File: src/design/sfv_pkg.sv
// shared types and constants for the sensor frame validator
`timescale 1ns / 1ps
package sfv_pkg;

  localparam int unsigned FrameLen = 13;
  localparam logic [3:0] FrameLenCount = 4'd13;
  localparam logic [3:0] CountMax = 4'd15;

  typedef enum logic [2:0] {
    ST_ACCEPTED  = 3'd0,
    ST_BAD_LEN   = 3'd1,
    ST_BAD_MAGIC = 3'd2,
    ST_BAD_SUM   = 3'd3,
    ST_RANGE     = 3'd4,
    ST_STALE     = 3'd5
  } status_t;

  typedef enum logic [1:0] {
    REG_MAGIC    = 2'd0,
    REG_VLIMIT   = 2'd1,
    REG_CLIMIT   = 2'd2,
    REG_STALE    = 2'd3
  } reg_idx_t;

  // event handed from the front part to the back part
  typedef struct packed {
    logic        is_tick;
    status_t     status;
    logic [15:0] sequence_num;
    logic [31:0] voltage;
    logic [31:0] current;
  } event_t;

  typedef struct packed {
    status_t     status;
    logic        data_valid;
    logic [15:0] sequence_out;
    logic [31:0] voltage_out;
    logic [31:0] current_out;
    logic [31:0] power_out;
  } result_t;

  // a orders below b as ieee singles (false if either is nan)
  function automatic logic f_lt(input logic [31:0] a, input logic [31:0] b);
    logic an, bn, az;
    an = (a[30:23] == 8'hFF) && (a[22:0] != 23'd0);
    bn = (b[30:23] == 8'hFF) && (b[22:0] != 23'd0);
    az = (a[30:0] == 31'd0) && (b[30:0] == 31'd0);
    if (an || bn || az) return 1'b0;
    if (a[31] != b[31]) return a[31];
    if (a[31]) return a[30:0] > b[30:0];
    return a[30:0] < b[30:0];
  endfunction

endpackage

File: src/design/sfv_front.sv
// front part: frame assembly, checksum and frame checks
`timescale 1ns / 1ps
module sfv_front
  import sfv_pkg::*;
(
  input  logic        clk,
  input  logic        rst,
  input  logic        in_valid,
  input  logic        cmd,
  input  logic [7:0]  byte_value,
  input  logic        frame_end,
  input  logic [15:0] magic_bytes,
  input  logic [31:0] voltage_limit,
  input  logic [31:0] current_limit,
  input  logic        ev_ready,
  output logic        ev_valid,
  output event_t      ev
);

  logic [3:0]  byte_count;
  logic [7:0]  xor_acc;
  logic [7:0]  frame_bytes [FrameLen];
  logic [7:0]  b [FrameLen];
  logic [31:0] v, c;
  status_t     st;

  // view of the frame including the byte arriving now
  always_comb begin
    for (int i = 0; i < FrameLen; i++) begin
      b[i] = (byte_count == 4'(i)) ? byte_value : frame_bytes[i];
    end
    v = {b[7], b[6], b[5], b[4]};
    c = {b[11], b[10], b[9], b[8]};
    if (byte_count != FrameLenCount - 4'd1) st = ST_BAD_LEN;
    else if (b[0] != magic_bytes[7:0] || b[1] != magic_bytes[15:8]) st = ST_BAD_MAGIC;
    else if (b[12] != xor_acc) st = ST_BAD_SUM;
    else if (f_lt(v, 32'd0) || f_lt(voltage_limit, v) ||
             f_lt(c, 32'd0) || f_lt(current_limit, c)) st = ST_RANGE;
    else st = ST_ACCEPTED;
  end

  always_ff @(posedge clk) begin
    if (in_valid && !cmd) begin
      for (int i = 0; i < FrameLen; i++) begin
        if (byte_count == 4'(i)) frame_bytes[i] <= byte_value;
      end
    end
    // event register holds while the back part cannot take it
    if (!ev_valid || ev_ready) begin
      ev.is_tick      <= cmd;
      ev.status       <= st;
      ev.sequence_num <= {b[3], b[2]};
      ev.voltage      <= v;
      ev.current      <= c;
    end
  end

  always_ff @(posedge clk) begin
    if (rst) begin
      byte_count <= '0;
      xor_acc    <= '0;
      ev_valid   <= 1'b0;
    end else begin
      if (!ev_valid || ev_ready) ev_valid <= in_valid && (cmd || frame_end);
      if (in_valid && !cmd) begin
        if (frame_end) begin
          byte_count <= '0;
          xor_acc    <= '0;
        end else begin
          if (byte_count < FrameLenCount - 4'd1) xor_acc <= xor_acc ^ byte_value;
          if (byte_count < CountMax) byte_count <= byte_count + 4'd1;
        end
      end
    end
  end

endmodule

File: src/design/sfv_fmul.sv
// two-stage ieee single multiplier, round to nearest even
`timescale 1ns / 1ps
module sfv_fmul (
  input  logic        clk,
  input  logic        en,
  input  logic [31:0] a,
  input  logic [31:0] b,
  output logic [31:0] p
);

  // stage 1: special cases, mantissa product
  logic        s1_sign, s1_special, s1_zero;
  logic [31:0] s1_spec_val;
  logic [47:0] s1_prod;
  logic signed [10:0] s1_exp;

  logic [30:0] am, bm;
  logic [23:0] ma, mb;
  logic signed [10:0] ea, eb;
  logic [4:0]  lza, lzb;
  logic [23:0] na, nb;

  always_comb begin
    am = a[30:0];
    bm = b[30:0];
    ma = (a[30:23] == 8'd0) ? {1'b0, a[22:0]} : {1'b1, a[22:0]};
    mb = (b[30:23] == 8'd0) ? {1'b0, b[22:0]} : {1'b1, b[22:0]};
    lza = '0;
    lzb = '0;
    for (int i = 0; i < 24; i++) begin
      if (ma[i]) lza = 5'(23 - i);
      if (mb[i]) lzb = 5'(23 - i);
    end
    na = ma << lza;
    nb = mb << lzb;
    ea = ((a[30:23] == 8'd0) ? 11'sd1 : $signed({3'b0, a[30:23]})) - $signed({6'b0, lza});
    eb = ((b[30:23] == 8'd0) ? 11'sd1 : $signed({3'b0, b[30:23]})) - $signed({6'b0, lzb});
  end

  always_ff @(posedge clk) begin
    if (en) begin
      s1_sign <= a[31] ^ b[31];
      s1_prod <= na * nb;
      s1_exp  <= ea + eb - 11'sd127;
      s1_zero <= (am == 31'd0) || (bm == 31'd0);
      if (am > 31'h7F800000) begin
        s1_special  <= 1'b1;
        s1_spec_val <= a | 32'h0040_0000;
      end else if (bm > 31'h7F800000) begin
        s1_special  <= 1'b1;
        s1_spec_val <= b | 32'h0040_0000;
      end else if ((am == 31'h7F800000 && bm == 31'd0) ||
                   (bm == 31'h7F800000 && am == 31'd0)) begin
        s1_special  <= 1'b1;
        s1_spec_val <= 32'h7FC0_0000;
      end else if (am == 31'h7F800000 || bm == 31'h7F800000) begin
        s1_special  <= 1'b1;
        s1_spec_val <= {a[31] ^ b[31], 31'h7F800000};
      end else begin
        s1_special <= 1'b0;
      end
    end
  end

  // stage 2: normalize, round
  logic [47:0] pn;
  logic signed [11:0] e;
  logic [8:0]  sh;
  logic [49:0] ext;
  logic [23:0] m;
  logic        g, st;
  logic [24:0] mr;
  logic signed [11:0] er;
  logic [31:0] res;

  always_comb begin
    pn = s1_prod[47] ? s1_prod : (s1_prod << 1);
    e  = 12'(s1_exp) + (s1_prod[47] ? 12'sd1 : 12'sd0);
    // below normal range: shift right into a denormal
    sh  = (e < 12'sd1) ? ((e < -12'sd30) ? 9'd31 : 9'(12'sd1 - e)) : 9'd0;
    ext = {pn, 2'b00} >> sh;
    st  = ((({pn, 2'b00} << (9'd50 - sh)) != 50'd0) && sh != 9'd0) || (ext[24:0] != 25'd0);
    m   = ext[49:26];
    g   = ext[25];
    mr  = {1'b0, m} + ((g && (st || m[0])) ? 25'd1 : 25'd0);
    er  = (e < 12'sd1) ? 12'sd0 : e;
    if (mr[24]) begin
      mr = mr >> 1;
      er = er + 12'sd1;
    end else if (er == 12'sd0 && mr[23]) begin
      er = 12'sd1;
    end
    if (s1_special) res = s1_spec_val;
    else if (s1_zero) res = {s1_sign, 31'd0};
    else if (er >= 12'sd255) res = {s1_sign, 31'h7F800000};
    else res = {s1_sign, er[7:0], mr[22:0]};
  end

  assign p = res;

endmodule

File: src/design/sfv_back.sv
// back part: latches accepted data, ages it, builds results
`timescale 1ns / 1ps
module sfv_back
  import sfv_pkg::*;
(
  input  logic        clk,
  input  logic        rst,
  input  logic        ev_valid,
  input  event_t      ev,
  output logic        ev_ready,
  input  logic [15:0] stale_ticks,
  output logic        res_valid,
  output result_t     res,
  input  logic        res_ready
);

  // pipeline: p1 holds event while the multiplier works, then result slot
  logic        p1_valid;
  event_t      p1;
  logic [31:0] prod;
  logic        adv;

  logic        valid_flag;
  logic [15:0] age_ticks;
  logic [15:0] lseq;
  logic [31:0] lv, lc, lp;

  // first multiplier stage loads together with p1
  sfv_fmul u_mul (.clk(clk), .en(ev_valid && ev_ready), .a(ev.voltage), .b(ev.current),
                  .p(prod));

  assign adv      = !res_valid || res_ready;
  assign ev_ready = !p1_valid || adv;

  logic [15:0] age_inc;
  logic        emit;
  assign age_inc = (age_ticks != 16'hFFFF) ? age_ticks + 16'd1 : age_ticks;
  assign emit = !p1.is_tick || (valid_flag && age_inc >= stale_ticks);

  always_ff @(posedge clk) begin
    if (ev_valid && ev_ready) p1 <= ev;
    if (p1_valid && adv) begin
      if (p1.is_tick) begin
        res.status       <= ST_STALE;
        res.data_valid   <= 1'b0;
        res.sequence_out <= lseq;
        res.voltage_out  <= lv;
        res.current_out  <= lc;
        res.power_out    <= lp;
      end else if (p1.status == ST_ACCEPTED) begin
        res.status       <= p1.status;
        res.data_valid   <= 1'b1;
        res.sequence_out <= p1.sequence_num;
        res.voltage_out  <= p1.voltage;
        res.current_out  <= p1.current;
        res.power_out    <= prod;
      end else begin
        res.status       <= p1.status;
        res.data_valid   <= valid_flag;
        res.sequence_out <= lseq;
        res.voltage_out  <= lv;
        res.current_out  <= lc;
        res.power_out    <= lp;
      end
    end
  end

  always_ff @(posedge clk) begin
    if (rst) begin
      p1_valid   <= 1'b0;
      res_valid  <= 1'b0;
      valid_flag <= 1'b0;
      age_ticks  <= '0;
      lseq <= '0;
      lv   <= '0;
      lc   <= '0;
      lp   <= '0;
    end else begin
      if (ev_ready) p1_valid <= ev_valid;
      if (adv) res_valid <= p1_valid && emit;
      if (p1_valid && adv) begin
        if (p1.is_tick) begin
          if (valid_flag) begin
            age_ticks <= age_inc;
            if (age_inc >= stale_ticks) valid_flag <= 1'b0;
          end
        end else if (p1.status == ST_ACCEPTED) begin
          valid_flag <= 1'b1;
          age_ticks  <= '0;
          lseq <= p1.sequence_num;
          lv   <= p1.voltage;
          lc   <= p1.current;
          lp   <= prod;
        end
      end
    end
  end

endmodule

File: src/design/sensor_frame_validator.sv
// top level of the sensor frame validator
`timescale 1ns / 1ps
// Takes one byte or tick request per cycle, back to back, as long as results
// are taken. A frame result reaches the output through registers: the frame
// checks are registered with its last byte, the first multiplier stage with
// the event stage, and rounding lands in the output register. Ticks that make
// the data go stale give a stale result; other ticks and non-final bytes give
// none. Backpressure on the output reaches the input through the event
// register, a one-entry event stage and the output register.
module sensor_frame_validator
  import sfv_pkg::*;
(
  input  logic         clk,
  input  logic         rst,
  input  logic         s_tvalid,
  output logic         s_tready,
  input  logic [7:0]   s_tdata,   // byte_value
  input  logic         s_tuser,   // cmd
  input  logic         s_tlast,   // frame_end
  output logic         m_tvalid,
  input  logic         m_tready,
  // status[2:0], data_valid[3], sequence_out[19:4], voltage_out[51:20],
  // current_out[83:52], power_out[115:84], zero fill
  output logic [119:0] m_tdata,
  input  logic         psel,
  input  logic         penable,
  input  logic         pwrite,
  input  logic [3:0]   paddr,
  input  logic [31:0]  pwdata,
  output logic [31:0]  prdata,
  output logic         pready
);

  logic [15:0] magic_bytes, stale_ticks;
  logic [31:0] voltage_limit, current_limit;
  logic        ev_valid, ev_ready;
  event_t      ev;
  result_t     res;
  reg_idx_t    ridx;

  assign pready = 1'b1;
  assign ridx   = reg_idx_t'(paddr[3:2]);

  always_ff @(posedge clk) begin
    if (rst) begin
      magic_bytes   <= 16'hFECA;
      voltage_limit <= 32'h43FA0000;
      current_limit <= 32'h42C80000;
      stale_ticks   <= 16'd5000;
    end else if (psel && penable && pwrite) begin
      unique case (ridx)
        REG_MAGIC:  magic_bytes   <= pwdata[15:0];
        REG_VLIMIT: voltage_limit <= pwdata;
        REG_CLIMIT: current_limit <= pwdata;
        REG_STALE:  stale_ticks   <= pwdata[15:0];
        default: ;
      endcase
    end
  end

  always_comb begin
    unique case (ridx)
      REG_MAGIC:  prdata = {16'd0, magic_bytes};
      REG_VLIMIT: prdata = voltage_limit;
      REG_CLIMIT: prdata = current_limit;
      REG_STALE:  prdata = {16'd0, stale_ticks};
      default:    prdata = '0;
    endcase
  end

  // front stalls only when its event register cannot move on
  logic front_hold;
  assign front_hold = ev_valid && !ev_ready;
  assign s_tready   = !front_hold;

  sfv_front u_front (
    .clk(clk), .rst(rst), .in_valid(s_tvalid && s_tready && !front_hold),
    .cmd(s_tuser), .byte_value(s_tdata), .frame_end(s_tlast),
    .magic_bytes(magic_bytes), .voltage_limit(voltage_limit),
    .current_limit(current_limit), .ev_ready(ev_ready), .ev_valid(ev_valid), .ev(ev)
  );

  sfv_back u_back (
    .clk(clk), .rst(rst), .ev_valid(ev_valid), .ev(ev), .ev_ready(ev_ready),
    .stale_ticks(stale_ticks), .res_valid(m_tvalid), .res(res), .res_ready(m_tready)
  );

  assign m_tdata = {4'd0, res.power_out, res.current_out, res.voltage_out,
                    res.sequence_out, res.data_valid, res.status};

  a_status_range: assert property (@(posedge clk) disable iff (rst)
    m_tvalid |-> m_tdata[2:0] <= 3'd5) else $error("bad status");
  a_accept_valid: assert property (@(posedge clk) disable iff (rst)
    (m_tvalid && m_tdata[2:0] == 3'd0) |-> m_tdata[3]) else $error("accept without valid");
  a_stale_clear: assert property (@(posedge clk) disable iff (rst)
    (m_tvalid && m_tdata[2:0] == 3'd5) |-> !m_tdata[3]) else $error("stale keeps valid");

endmodule
File: config.mk
export PLATFORM = sky130hd
export DESIGN_NAME = sensor_frame_validator
export DESIGN_NICKNAME = d
export VERILOG_FILES = /design/src/design/sfv_pkg.sv /design/src/design/sfv_front.sv /design/src/design/sfv_fmul.sv /design/src/design/sfv_back.sv /design/src/design/sensor_frame_validator.sv
export SDC_FILE = /design/constraint.sdc
export NUM_CORES = 2
export LEC_CHECK = 0
export ABC_AREA = 1
export BUFFER_PORTS_ARGS = -buffer_cell sky130_fd_sc_hd__buf_2
export CAP_MARGIN = 10
export CORE_MARGIN = 5
export CORE_UTILIZATION = 60
export DETAILED_ROUTE_END_ITERATION = 7
export GPL_TIMING_DRIVEN = 0
export PLACE_DENSITY = 0.86
export RECOVER_POWER = 25
export SLEW_MARGIN = 5
export SYNTH_ARGS = -nofsm -noshare
export SYNTH_HDL_FRONTEND = slang
export SYNTH_SLANG_ARGS = --single-unit
File: constraint.sdc
create_clock -name clk -period 21 [get_ports clk]
set_input_delay 2.1 -clock clk [delete_from_list [all_inputs] [get_ports clk]]
set_output_delay 2.1 -clock clk [all_outputs]
set_load 0.05 [all_outputs]
==> metrics.txt <==
VDD IR max=0.06792 mV; clk_skew=between 0.03 and 0.04 ns; Worst Hold Class=flop to flop; Pwr Total=3.570 mW; clk sinks=~720; crit-path max cell delay=between 0.8 and 0.9 ns; Die Ht=324.1 um; Yosys cell types=66; commonest cells in the netlist=nand2_1 (1,688), inv_1 (1,299), nor2_1 (683); CTS tree=yes; minimum clock period=13.96 ns; Post-synth EDFFs=just under 500; non-filler instance count after layout=9,191; clock buffer depth=3; Post-CTS Setup Inserts=0; Synth Cell Area=59,190 um^2; Iter 0 DRT Violations=around 8,000; RSZ-0062 raised after global routing=no; DR vias=about 55,000; crit path launch type=flop; Synth Flop Type=edfxtp_1; post-cts sizing count=0; final wirelength=205,000 um; CP Class=flop to flop; CP Buf/Inv Count=13; pins over their slew limit=between 60 and 70; die area=between 100,000 and 150,000 um^2; leak pwr=slightly above 30 nW; post-DP HPWL=around 160,000 um; fraction of layout cells with a size suffix above 1=~5.5%; placed instance count=~9,000; Max Fclk=between 70 and 80 MHz; post-synthesis sequential area ratio=32.57%; Die Width=around 320 um; clk slew on worst S/H paths=0.06 ns; Num CTS Buffers=between 70 and 80; first-pass GRT wire length=308,900 um; delay-heaviest family, CP=compound AO/OA/AOI/OAI gates; outcome=complete, but fails checks; final setup vio count=0; PwrDens=approximately 55 nW/um^2; share of the synthesized area in the top cell type=24.45%; Slew @ Worst Pin=2.372 ns; critical path's slowest cell=clkbuf_1; Initial Utilization=60.32%; Placer Congestion=1.079; crit path max fanout=10; Final #Nets=8,663; initial antenna violation count=5; Async S/R FF share, synth=0%; Post-Syn Area per Cell=between 7 and 8 um^2; flip-flop and latch area=just under 20,000 um^2; register bit count reported by yosys=slightly above 700; Post-route DRC=3; largest net degree at the start of global routing=~110; hold buffers post-CTS=0; TritonRoute pass-1 iters=8; clock root cell=clkbuf_16; vias in the first global route=between 50,000 and 60,000; All-Layer GR Usage=slightly below 40%; wire per inst=approximately 22 um; Fin Setup TNS=0 ns; PortBufs=approximately 200; Max-Cap Viols=2; Final period util=66.49%; # rows=roughly 120; Yosys top cell by area=edfxtp_1; core area=just under 100,000 um^2; Worst EP required=between 20 and 25 ns; Yosys Warn Count=0; Synth Instances=roughly 7,500; vias per cell=approximately 6; CP endpoint kind=flop; gr ovfl total=0; dominant cells by area after synthesis=edfxtp_1 (24%), fa_1 (16%), nand2_1 (11%); Area Growth Syn to Fin=8.878%; multi-input logic area=approximately 34,000 um^2; fillcell total=roughly 8,300; post-route ant nets=0; top-count cell post-synth=nand2_1; final hold violations=0; relative slew slack=-58.72%; failing checks=DRC, capacitance limit, slew limit; later-pin clock latency in the skew report=about 0.66 ns; # IOs=208; H-tree depth=3; WP data arrival=14.32 ns
area by class of cell:
cell class,count,share of cell area (%)
Clock buffer,112,3.349
Multi-Input combinational cell,5159,52.06
Timing Repair Buffer,207,1.753
Tap cell,1287,2.499
Antenna cell,1,0.003883
Sequential cell,722,29.91
Clock inverter,28,0.4737
Buffer,334,2.134
Inverter,1341,7.814
metrics by stage:
stage / setup slack, ns / util [%] / area, um^2 / hold slack [ns]
final: 7.038 / 65.67 / 64450 / 0.4168
after global routing: 6.369 / 65.67 / 64440 / 0.4221
after CTS: 7.679 / 65.70 / 64480 / 0.4181
after detailed placement: 7.696 / 63.19 / 62010 / 0.4045
after global placement: 7.943 / 63.02 / 61840 / 0.4038
after floorplan: 10.86 / - / 59240 / 0.4003
sequential cells by signal, summed over array words and instances (netlist names), 32 cells and up:
signal                    count
u_front.frame_bytes         104
u_back.u_mul.s1_prod         48
u_back.lc                    32
u_back.u_mul.s1_spec_val     32
u_front.ev                   84
current_limit                32
u_back.p1                    84
u_back.lv                    32
voltage_limit                32
u_back.res                  116
u_back.lp                    32
where the power goes:
part	leakage, nW	internal [mW]	switching, mW
combinational	22.6	0.189	0.471
clock	1.19	0.757	0.582
sequential	6.46	1.55	0.0181
layer usage:
metal  wire length (um)  track usage [%]  part of all wire (%)
met1              76900            50.74                    38
met2              89270            59.59                    44
met3              26180            10.87                    13
met4              12640            19.03                   6.2
met5                 26                0                 0.013
kinds of logic (layout without fill, tap and decap cells):
logic type                 after synthesis  after routing  share of synthesized area, %
adders and majority gates              770            770                         22.40
xor gates and xnor gates               128            128                         1.907
muxes                                    4              4                       0.06765
buffers and inverters                 1675           2022                         10.84
DFF                                    722            722                         32.57
AOI/OAI and AO/OA                     1142           1142                         10.40
and+or+nand+nor                       3101           3101                         21.80
other                                    2             15                       0.01269
layout by cell type, fill, tap and decap left out, types with 57 or more instances in the layout:
cell type  instances
fa_1             483
clkbuf_16         77
nand4_1           57
nand3_1          507
nand2_1         1688
edfxtp_1         482
o21ai_1           57
o21ai_0          598
xor2_1            92
clkbuf_1         304
nor2_1           683
buf_2            221
a21oi_1          313
inv_1           1298
ha_1             287
dfxtp_1          240
final timing paths:
path                  startpoint                  endpoint  slack [ns]  cells past startpoint
setup reg to reg  u_front.ev[35]  u_back.u_mul.s1_prod[45]        7.04                     60
setup / recovery  u_front.ev[35]  u_back.u_mul.s1_prod[45]        7.04                     60
hold / removal    u_front.ev[68]             u_back.p1[68]        0.42                      0
hold reg to reg   u_front.ev[68]             u_back.p1[68]        0.42                      0
(Power assumes the default switching activity.)
